**src/hdl/mrq_pkg.sv**
```systemverilog
// shared types, constants and codes of the multilevel ready queue
package mrq_pkg;

   // default configuration
   localparam int LEVELS_DEF  = 64;
   localparam int HANDLES_DEF = 256;

   // fixed field widths
   localparam int HANDLE_W = 8;
   localparam int LEVEL_W  = 6;
   localparam int COUNT_W  = 32;
   localparam logic [COUNT_W-1:0] COUNT_MAX = {COUNT_W{1'b1}};

   // lowest-set-bit search: bitmap split into groups of eight
   localparam int FIND_W  = 64;
   localparam int GROUP_W = 3;
   localparam int GROUPS  = FIND_W / (1 << GROUP_W);
   localparam int GROUP_N = 1 << GROUP_W;

   // request codes
   localparam logic REQ_ADD = 1'b0;
   localparam logic REQ_GET = 1'b1;

   typedef enum logic [1:0] {
      ST_IDLE,
      ST_ADD,
      ST_GET_HEAD,
      ST_GET_LINK
   } state_type;

   typedef struct packed {
      logic               any;
      logic [LEVEL_W-1:0] idx;
   } find_type;

endpackage

```
**src/hdl/multilevel_ready_queue.sv**
```systemverilog
// top level of the multilevel ready queue of thread handles
//
// usage
// - a request word is taken at the rising edge where start is high and busy is low;
//   req_type selects add (append req_thread_handle to the tail of req_level) or get
//   (remove the head of the lowest-numbered non-empty level)
// - every request yields exactly one result word, shown for a single cycle with
//   rsp_valid high; the receiver cannot stall, so it must take the word then
// - result carries found, the handle taken (zero when nothing found) and the
//   saturating hit and miss counters as they stand after the request
// - an add passes through ST_ADD and a get of a queued thread through ST_GET_HEAD
//   and ST_GET_LINK before its result word is registered; a get on an empty queue
//   and an add with an out-of-range level or handle register it at the accepting edge
// - a new request may be accepted in the cycle the previous result is shown,
//   but not before, as busy stays high until then; the head, tail and link
//   memories have registered reads, so an add reads the level word before writing it,
//   and a get chains a head read into a link read before the head write-back
// - reset clears the level bitmap, the counters and the control state; head,
//   tail and link memories are not cleared, the bitmap alone says which levels
//   hold valid lists
module multilevel_ready_queue
   import mrq_pkg::*;
#(
   parameter int LEVELS  = LEVELS_DEF,
   parameter int HANDLES = HANDLES_DEF
) (
   input  logic                clock,
   input  logic                reset,
   input  logic                start,
   output logic                busy,
   input  logic                req_type,
   input  logic [HANDLE_W-1:0] req_thread_handle,
   input  logic [LEVEL_W-1:0]  req_level,
   output logic                rsp_valid,
   output logic                rsp_found,
   output logic [HANDLE_W-1:0] rsp_out_handle,
   output logic [COUNT_W-1:0]  rsp_hit_count,
   output logic [COUNT_W-1:0]  rsp_miss_count
);

   localparam int LIDX_W = $clog2(LEVELS);
   localparam int HIDX_W = $clog2(HANDLES);

   // state memories: per-level word holds {head, tail}, link indexed by handle
   logic [2*HANDLE_W-1:0] level_mem [LEVELS];
   logic [HANDLE_W-1:0]   link_mem [HANDLES];

   state_type state_ff, state_in;

   logic [LEVELS-1:0]   nonempty_ff, nonempty_in;
   logic [COUNT_W-1:0]  hits_ff, hits_in;
   logic [COUNT_W-1:0]  misses_ff, misses_in;
   logic [LIDX_W-1:0]   level_ff;
   logic [HANDLE_W-1:0] handle_ff;
   logic [HANDLE_W-1:0] head_rd_ff;
   logic [HANDLE_W-1:0] tail_rd_ff;
   logic [HANDLE_W-1:0] link_rd_ff;
   logic                rsp_valid_ff, rsp_valid_in;
   logic                rsp_found_ff, rsp_found_in;
   logic [HANDLE_W-1:0] rsp_out_handle_ff, rsp_out_handle_in;

   find_type            find_ff;

   logic                take;
   logic                add_ok;
   logic [LIDX_W-1:0]   rd_level;

   // control from the output decoder
   logic                mem_rd_en;
   logic                link_rd_en;
   logic                head_we;
   logic                tail_we;
   logic                link_we;
   logic [HANDLE_W-1:0] head_wdata;
   logic                bit_set;
   logic                bit_clr;
   logic                hit_inc;
   logic                miss_inc;

   // lowest non-empty level, kept in step with the bitmap register
   mrq_find_first u_find (
      .clock   (clock),
      .reset   (reset),
      .bits_in (FIND_W'(nonempty_in)),
      .find_ff (find_ff)
   );

   assign busy = (state_ff != ST_IDLE);
   assign take = start && !busy;

   // adds outside the configured level or handle range are dropped
   assign add_ok = (32'(req_level) < LEVELS) && (32'(req_thread_handle) < HANDLES);
   assign rd_level = (req_type == REQ_ADD) ? LIDX_W'(req_level) : LIDX_W'(find_ff.idx);

   // next state
   always_comb begin
      state_in = state_ff;
      case (state_ff)
         ST_IDLE: begin
            if (take) begin
               if (req_type == REQ_ADD && add_ok) begin
                  state_in = ST_ADD;
               end else if (req_type == REQ_GET && find_ff.any) begin
                  state_in = ST_GET_HEAD;
               end
            end
         end
         ST_ADD:      state_in = ST_IDLE;
         ST_GET_HEAD: state_in = ST_GET_LINK;
         ST_GET_LINK: state_in = ST_IDLE;
         default:     state_in = ST_IDLE;
      endcase
   end

   // control outputs
   always_comb begin
      mem_rd_en         = 1'b0;
      link_rd_en        = 1'b0;
      head_we           = 1'b0;
      tail_we           = 1'b0;
      link_we           = 1'b0;
      head_wdata        = handle_ff;
      bit_set           = 1'b0;
      bit_clr           = 1'b0;
      hit_inc           = 1'b0;
      miss_inc          = 1'b0;
      rsp_valid_in      = 1'b0;
      rsp_found_in      = 1'b0;
      rsp_out_handle_in = '0;
      case (state_ff)
         ST_IDLE: begin
            if (take) begin
               if (req_type == REQ_ADD) begin
                  if (add_ok) begin
                     mem_rd_en = 1'b1;
                  end else begin
                     rsp_valid_in = 1'b1;
                  end
               end else if (find_ff.any) begin
                  mem_rd_en = 1'b1;
               end else begin
                  // all levels empty
                  miss_inc     = 1'b1;
                  rsp_valid_in = 1'b1;
               end
            end
         end
         ST_ADD: begin
            // append behind the old tail, or start a fresh list
            if (nonempty_ff[level_ff]) begin
               link_we = 1'b1;
            end else begin
               head_we = 1'b1;
            end
            tail_we      = 1'b1;
            bit_set      = 1'b1;
            rsp_valid_in = 1'b1;
         end
         ST_GET_HEAD: begin
            link_rd_en = 1'b1;
         end
         ST_GET_LINK: begin
            // level empties when its head is its tail
            if (head_rd_ff == tail_rd_ff) begin
               bit_clr = 1'b1;
            end else begin
               head_we    = 1'b1;
               head_wdata = link_rd_ff;
            end
            hit_inc           = 1'b1;
            rsp_valid_in      = 1'b1;
            rsp_found_in      = 1'b1;
            rsp_out_handle_in = head_rd_ff;
         end
         default: begin
         end
      endcase
   end

   always_comb begin
      nonempty_in = nonempty_ff;
      if (bit_set) begin
         nonempty_in[level_ff] = 1'b1;
      end
      if (bit_clr) begin
         nonempty_in[level_ff] = 1'b0;
      end
      hits_in   = (hit_inc && hits_ff != COUNT_MAX) ? hits_ff + 1'b1 : hits_ff;
      misses_in = (miss_inc && misses_ff != COUNT_MAX) ? misses_ff + 1'b1 : misses_ff;
   end

   // control registers
   always_ff @(posedge clock) begin
      if (reset) begin
         state_ff     <= ST_IDLE;
         nonempty_ff  <= '0;
         hits_ff      <= '0;
         misses_ff    <= '0;
         rsp_valid_ff <= 1'b0;
      end else begin
         state_ff     <= state_in;
         nonempty_ff  <= nonempty_in;
         hits_ff      <= hits_in;
         misses_ff    <= misses_in;
         rsp_valid_ff <= rsp_valid_in;
      end
   end

   // request and result words
   always_ff @(posedge clock) begin
      if (take) begin
         level_ff  <= rd_level;
         handle_ff <= req_thread_handle;
      end
      rsp_found_ff      <= rsp_found_in;
      rsp_out_handle_ff <= rsp_out_handle_in;
   end

   // level memory, one read port and one write port; the half not updated
   // is written back as it was read for this request
   always_ff @(posedge clock) begin
      if (mem_rd_en) begin
         {head_rd_ff, tail_rd_ff} <= level_mem[rd_level];
      end
      if (head_we || tail_we) begin
         level_mem[level_ff] <= {(head_we ? head_wdata : head_rd_ff),
                                 (tail_we ? handle_ff : tail_rd_ff)};
      end
   end

   // link memory indexed by handle
   always_ff @(posedge clock) begin
      if (link_rd_en) begin
         link_rd_ff <= link_mem[HIDX_W'(head_rd_ff)];
      end
      if (link_we) begin
         link_mem[HIDX_W'(tail_rd_ff)] <= handle_ff;
      end
   end

   assign rsp_valid      = rsp_valid_ff;
   assign rsp_found      = rsp_found_ff;
   assign rsp_out_handle = rsp_out_handle_ff;
   assign rsp_hit_count  = hits_ff;
   assign rsp_miss_count = misses_ff;

   // a result word is only shown once the block is free again
   a_rsp_not_busy: assert property (@(posedge clock) disable iff (reset)
      rsp_valid |-> !busy)
      else $error("result shown while busy");

   // an add in progress delivers its word in the next cycle
   a_add_responds: assert property (@(posedge clock) disable iff (reset)
      (state_ff == ST_ADD) |=> (rsp_valid && !rsp_found))
      else $error("add did not respond");

   // a get in progress works on a level marked non-empty
   a_get_level_live: assert property (@(posedge clock) disable iff (reset)
      (state_ff == ST_GET_HEAD || state_ff == ST_GET_LINK) |-> nonempty_ff[level_ff])
      else $error("get on empty level");

   // a word without a thread carries a zero handle
   a_miss_zero: assert property (@(posedge clock) disable iff (reset)
      (rsp_valid && !rsp_found) |-> (rsp_out_handle == '0))
      else $error("handle set without found");

endmodule

```
**src/hdl/mrq_find_first.sv**
```systemverilog
// registered search for the lowest set bit of the non-empty level bitmap
module mrq_find_first
   import mrq_pkg::*;
(
   input  logic              clock,
   input  logic              reset,
   input  logic [FIND_W-1:0] bits_in,
   output find_type          find_ff
);

   find_type            find_in;
   logic [GROUPS-1:0]   group_any;
   logic [GROUP_W-1:0]  group_sel;
   logic [GROUP_N-1:0]  group_bits;
   logic [GROUP_W-1:0]  bit_sel;

   always_comb begin
      for (int g = 0; g < GROUPS; g++) begin
         group_any[g] = |bits_in[g*GROUP_N +: GROUP_N];
      end
      // descending scan so the lowest group wins
      group_sel = '0;
      for (int g = GROUPS - 1; g >= 0; g--) begin
         if (group_any[g]) begin
            group_sel = GROUP_W'(g);
         end
      end
      group_bits = bits_in[group_sel*GROUP_N +: GROUP_N];
      bit_sel = '0;
      for (int b = GROUP_N - 1; b >= 0; b--) begin
         if (group_bits[b]) begin
            bit_sel = GROUP_W'(b);
         end
      end
      find_in.any = |group_any;
      find_in.idx = {group_sel, bit_sel};
   end

   always_ff @(posedge clock) begin
      if (reset) begin
         find_ff.any <= 1'b0;
      end else begin
         find_ff <= find_in;
      end
   end

endmodule

```
**config.mk**
```make
export PLATFORM = sky130hd
export DESIGN_NAME = multilevel_ready_queue
export DESIGN_NICKNAME = d
export VERILOG_FILES = /design/src/hdl/mrq_pkg.sv /design/src/hdl/multilevel_ready_queue.sv /design/src/hdl/mrq_find_first.sv
export SDC_FILE = /design/constraint.sdc
export NUM_CORES = 2
export LEC_CHECK = 0
export BUFFER_PORTS_ARGS = -buffer_cell sky130_fd_sc_hd__buf_2
export CAP_MARGIN = 20
export CORE_AREA = 4 4 663 665
export CTS_CLUSTER_SIZE = 28
export DETAILED_ROUTE_END_ITERATION = 16
export DIE_AREA = 0 0 667 669
export GPL_ROUTABILITY_DRIVEN = 0
export PLACE_DENSITY = 0.55
export SLEW_MARGIN = 30
export SYNTH_ARGS = -nofsm -noshare
export SYNTH_HDL_FRONTEND = slang
export SYNTH_SLANG_ARGS = --single-unit
```
**constraint.sdc**
```tcl
create_clock -name clock -period 17.05 [get_ports clock]
set_input_delay 2.5575 -clock clock [delete_from_list [all_inputs] [get_ports clock]]
set_output_delay 2.5575 -clock clock [all_outputs]
set_load 0.05 [all_outputs]
```
==> metrics.cfg <==
[power_and_ir_drop]
p_switching_mw=5.01
power.leakage_nw=46.6
powerDensity_nw_per_um2=128
internal_power_mw=13.9
clkPwrFrac_pct=38.2
power.share.switching_pct=26.4
pwr-share-comb_pct=14.3
totalPowerFinal_mw=18.9
irDropWorstVdd_v=0.0000809
pwr-share-seq_pct=47.5

[place]
post-dp-hpwl_um=207000
preCtsSetupSlack_ns=9.84
place.port_buffers=92
dpl_cell_area_sq_um=137000

[setup_path]
crit_path_max_fanout=152
regToRegSetupSlack_ns=10.97
start_kind=primary input
critPathTopFamily=buffers and inverters
cp_data_required_time_ns=17.83
worstSetupPathType=in -> reg
r2r_worst_path_depth=8
timing.critical_path.cells=buf_2 -> mux2i_4 -> buf_12 -> buf_4 -> buf_4 -> nand2_1 -> and3_1 -> a311oi_1 -> a311oi_1 -> a31oi_1 -> a21oi_1 -> a21oi_1
critical_path.n_buffers_inverters=4
timing.critical_path.arrival_ns=7.11
crit-reg2reg-launch=head_rd_ff[1]
critPathSlowestCell=sky130_fd_sc_hd__buf_4
r2r-end=link_rd_ff[3]
critPathCaptureType=register
critical_path.max_stage_delay_ns=0.81

[timing]
fin_worst_setup_slack_ns=10.72
final_min_period_over_clock_period_pct=37.2
slew-limit-headroom_pct=28.2
finalHoldViolations=0
min_period_ns=6.33
maxSlewViolCount=0
timing_worst_slew_pin_value_ns=1.07
timing.clock.skew_ns=0.161
achievable-frequency_ghz=0.158
rsz_0062_raised_after_global_routing=no
setup-violations-final=0
fin_tns_setup_ns=0

[clocking]
tritoncts=done
cts_max_level=5
holdBufCountCts=0
cts-root-to-sink-buffers=4
post-cts-setup-buffer-count=0
cts.repair.resized=0
path_clk_slew_ns=0.06
clock-sinks=3257
tritoncts_buffer_count=345
clk_root_buffer_cell=sky130_fd_sc_hd__clkbuf_16
clock_latency_ns=1.01

[finish]
share_of_final_layout_standard_cells_stronger_than_drive_strength_1_pct=20.0
multi_input_gate_area_sq_um=31600
n_fill_cell=40912
stdcell_area_sq_um=149000
post-route-util_pct=34.3
final_net_count=7734
layout-area-overhead-vs-synth_pct=14.6
regArea_sq_um=96400

[synth]
synth_cell_types=88
syn-cell-area_sq_um=130000
netlist_instances=7574
avgSynthCellArea_sq_um=17.1
number_of_flip_flops_and_latches_in_the_synthesized_netlist=3257
netlist_top_cells_area=sky130_fd_sc_hd__edfxtp_1, sky130_fd_sc_hd__mux4_2, sky130_fd_sc_hd__nand2_1
yosysWarningCount=0
postSynthNetCount=7594
synth.yosys.seq_area_share_pct=74.4
synth_edf_count=3116
postSynth.topFlopCell=sky130_fd_sc_hd__edfxtp_1
yosysTopAreaCellShare_pct=72.2
async_s_r_ff_share_synth_pct=0
synthDominantAreaCellType=sky130_fd_sc_hd__edfxtp_1

[floorplan]
fp.dieW_um=667
ios=93
fp.dieH_um=669
num_rows=242
placeableCoreArea_sq_um=434000
floorplan.die_area_sq_um=446000
start_util_pct=29.9

[global_routing]
initial_antenna_violation_count=15
grt.total_usage_pct=15.5
grt_start_max_net_pins=235
grt_remaining_overflow=0
via_count_of_the_first_global_routing_pass=70574
grt_first_pass_wirelength_um=513000

[detailed_routing]
dr_total_vias=70925
avgViaCountPerCell=5.16
ant_nets=0
drt-wirelength-per-cell_um=25.8
drc=0
wirelength_um=355000
drt-initial-drc-count=8166
drt_pre_antenna_iters=7

[worst_hold_path]
hold-path-cell-count=2
destination_of_the_worst_hold_path=rsp_hit_count[6]
min-delay-path-class=reg -> reg
worstHoldStart=rsp_hit_count[6]

[run]
max_cap_violations=0

[status]
outcome=complete, no violations

state kept, by name, indices dropped and copies added, names as in the netlist:
| name | cells |
|---|---|
| link_mem | 2048 |
| level_mem | 1024 |
| nonempty_ff | 64 |
| rsp_hit_count | 32 |
| rsp_miss_count | 32 |
| handle_ff | 8 |
| head_rd_ff | 8 |
| link_rd_ff | 8 |
| rsp_out_handle | 8 |
| tail_rd_ff | 8 |
| u_find.find_ff | 7 |
| level_ff | 6 |
| state_ff | 2 |
| rsp_found | 1 |
| rsp_valid | 1 |
worst max path at each step:
stage                       from                to  slack (ns)  cells after the start
finish                  req_type     head_rd_ff[3]       10.72                     12
global route            req_type     head_rd_ff[3]       10.51                     12
CTS                     req_type     head_rd_ff[3]       10.83                     12
detailed placement      req_type     head_rd_ff[3]        9.84                     12
global placement        req_type     head_rd_ff[3]        9.85                     12
floorplan           handle_ff[2]  level_mem[0][10]       10.22                      2
cell families (layout without fill, tap and decap cells):
kind of cell / Yosys count / in the layout / synth area share, %
compound gates: 485 / 485 / 2.77
other cells: 0 / 14 / 0
buf+inv: 520 / 937 / 1.59
simple gates: 2521 / 2521 / 8.52
fa+ha+maj: 2 / 2 / 0.0193
mux: 729 / 729 / 12.3
flops: 3257 / 3257 / 74.4
xor+xnor: 60 / 60 / 0.435
area by class of cell:
class / count / area share [%]
Tap cell: 5734 / 4.83
Multi-Input combinational cell: 3797 / 21.3
Timing Repair Buffer: 293 / 1.59
Antenna cell: 14 / 0.0236
Inverter: 20 / 0.0623
Sequential cell: 3257 / 64.9
Clock inverter: 199 / 1.23
Clock buffer: 425 / 6.09
per-stage QoR:
stage | hold slack, ns | std cells
finish | 0.525 | 13739
global route | 0.549 | 13736
CTS | 0.515 | 13717
detailed placement | 0.504 | 13093
global placement | 0.483 | 13088
floorplan | 0.506 | 7574
cells in the mapped netlist (all sizes together), types with 7 or more instances:
| library cell | n |
|---|---|
| edfxtp | 3116 |
| nand2 | 1166 |
| mux4 | 686 |
| nand3 | 555 |
| nor2 | 478 |
| clkbuf | 389 |
| a311oi | 179 |
| dfxtp | 141 |
| a21oi | 119 |
| buf | 111 |
| and3 | 88 |
| nor3 | 73 |
| and2 | 41 |
| o22ai | 37 |
| xor2 | 36 |
| mux2i | 31 |
| o21ai | 26 |
| a31oi | 25 |
| nand4 | 24 |
| xnor2 | 24 |
| inv | 18 |
| nor4 | 16 |
| or3 | 16 |
| a221oi | 15 |
| nor2b | 14 |
| a21boi | 13 |
| mux2 | 12 |
| and4 | 9 |
| o211ai | 8 |
| o22a | 8 |
| a211oi | 7 |
| or2 | 7 |
| or4 | 7 |
power by group through the flow:
stage                     Sequential [mW]  Combinational, mW  Clock, mW
after floorplan                      9.22               1.62          0
after global placement               9.16               2.69          0
after detailed placement             9.16               2.72          0
after CTS                            8.99               2.73       7.40
after global routing                 8.99               2.87       7.75
final                                8.99               2.71       7.25
placed cells by master, fill, tap and decap left out, types with 66 or more instances in the layout:
cell type | synthesis | final
sky130_fd_sc_hd__dfxtp_1 | 141 | 141
sky130_fd_sc_hd__nor2_1 | 477 | 460
sky130_fd_sc_hd__clkbuf_1 | 389 | 71
sky130_fd_sc_hd__edfxtp_1 | 3116 | 3116
sky130_fd_sc_hd__nand3_1 | 552 | 551
sky130_fd_sc_hd__clkbuf_16 | 0 | 347
sky130_fd_sc_hd__buf_2 | 22 | 91
sky130_fd_sc_hd__a21oi_1 | 118 | 116
sky130_fd_sc_hd__clkinv_2 | 0 | 66
sky130_fd_sc_hd__clkinv_1 | 2 | 71
sky130_fd_sc_hd__nand2_1 | 1166 | 1157
sky130_fd_sc_hd__a311oi_1 | 179 | 176
sky130_fd_sc_hd__mux4_2 | 686 | 686
sky130_fd_sc_hd__and3_1 | 88 | 88
sky130_fd_sc_hd__buf_4 | 6 | 168
worst reg2reg max path, cell delays in order (launching register included):
cell and delay, ns:
sky130_fd_sc_hd__edfxtp_1 0.78, sky130_fd_sc_hd__buf_4 0.65, sky130_fd_sc_hd__buf_4 0.67, sky130_fd_sc_hd__buf_4 0.68, sky130_fd_sc_hd__buf_4 0.86, sky130_fd_sc_hd__mux4_2 0.46, sky130_fd_sc_hd__mux4_2 0.56, sky130_fd_sc_hd__mux4_2 0.64
sky130_fd_sc_hd__mux4_2 0.53
layer usage:
metal  share of wire [%]  GRT usage [%]  routed length [um]  vias to the layer above
met4                 3.3           4.85               11600                        6
li1                    -              -                   -                    30175
met3                 7.0           2.54               25000                      582
met1                  41           21.1              147000                    37359
met5               0.012              0                  41                        -
met2                  48           25.5              172000                     2803
Note: power is estimated with default switching activity, not from simulation.
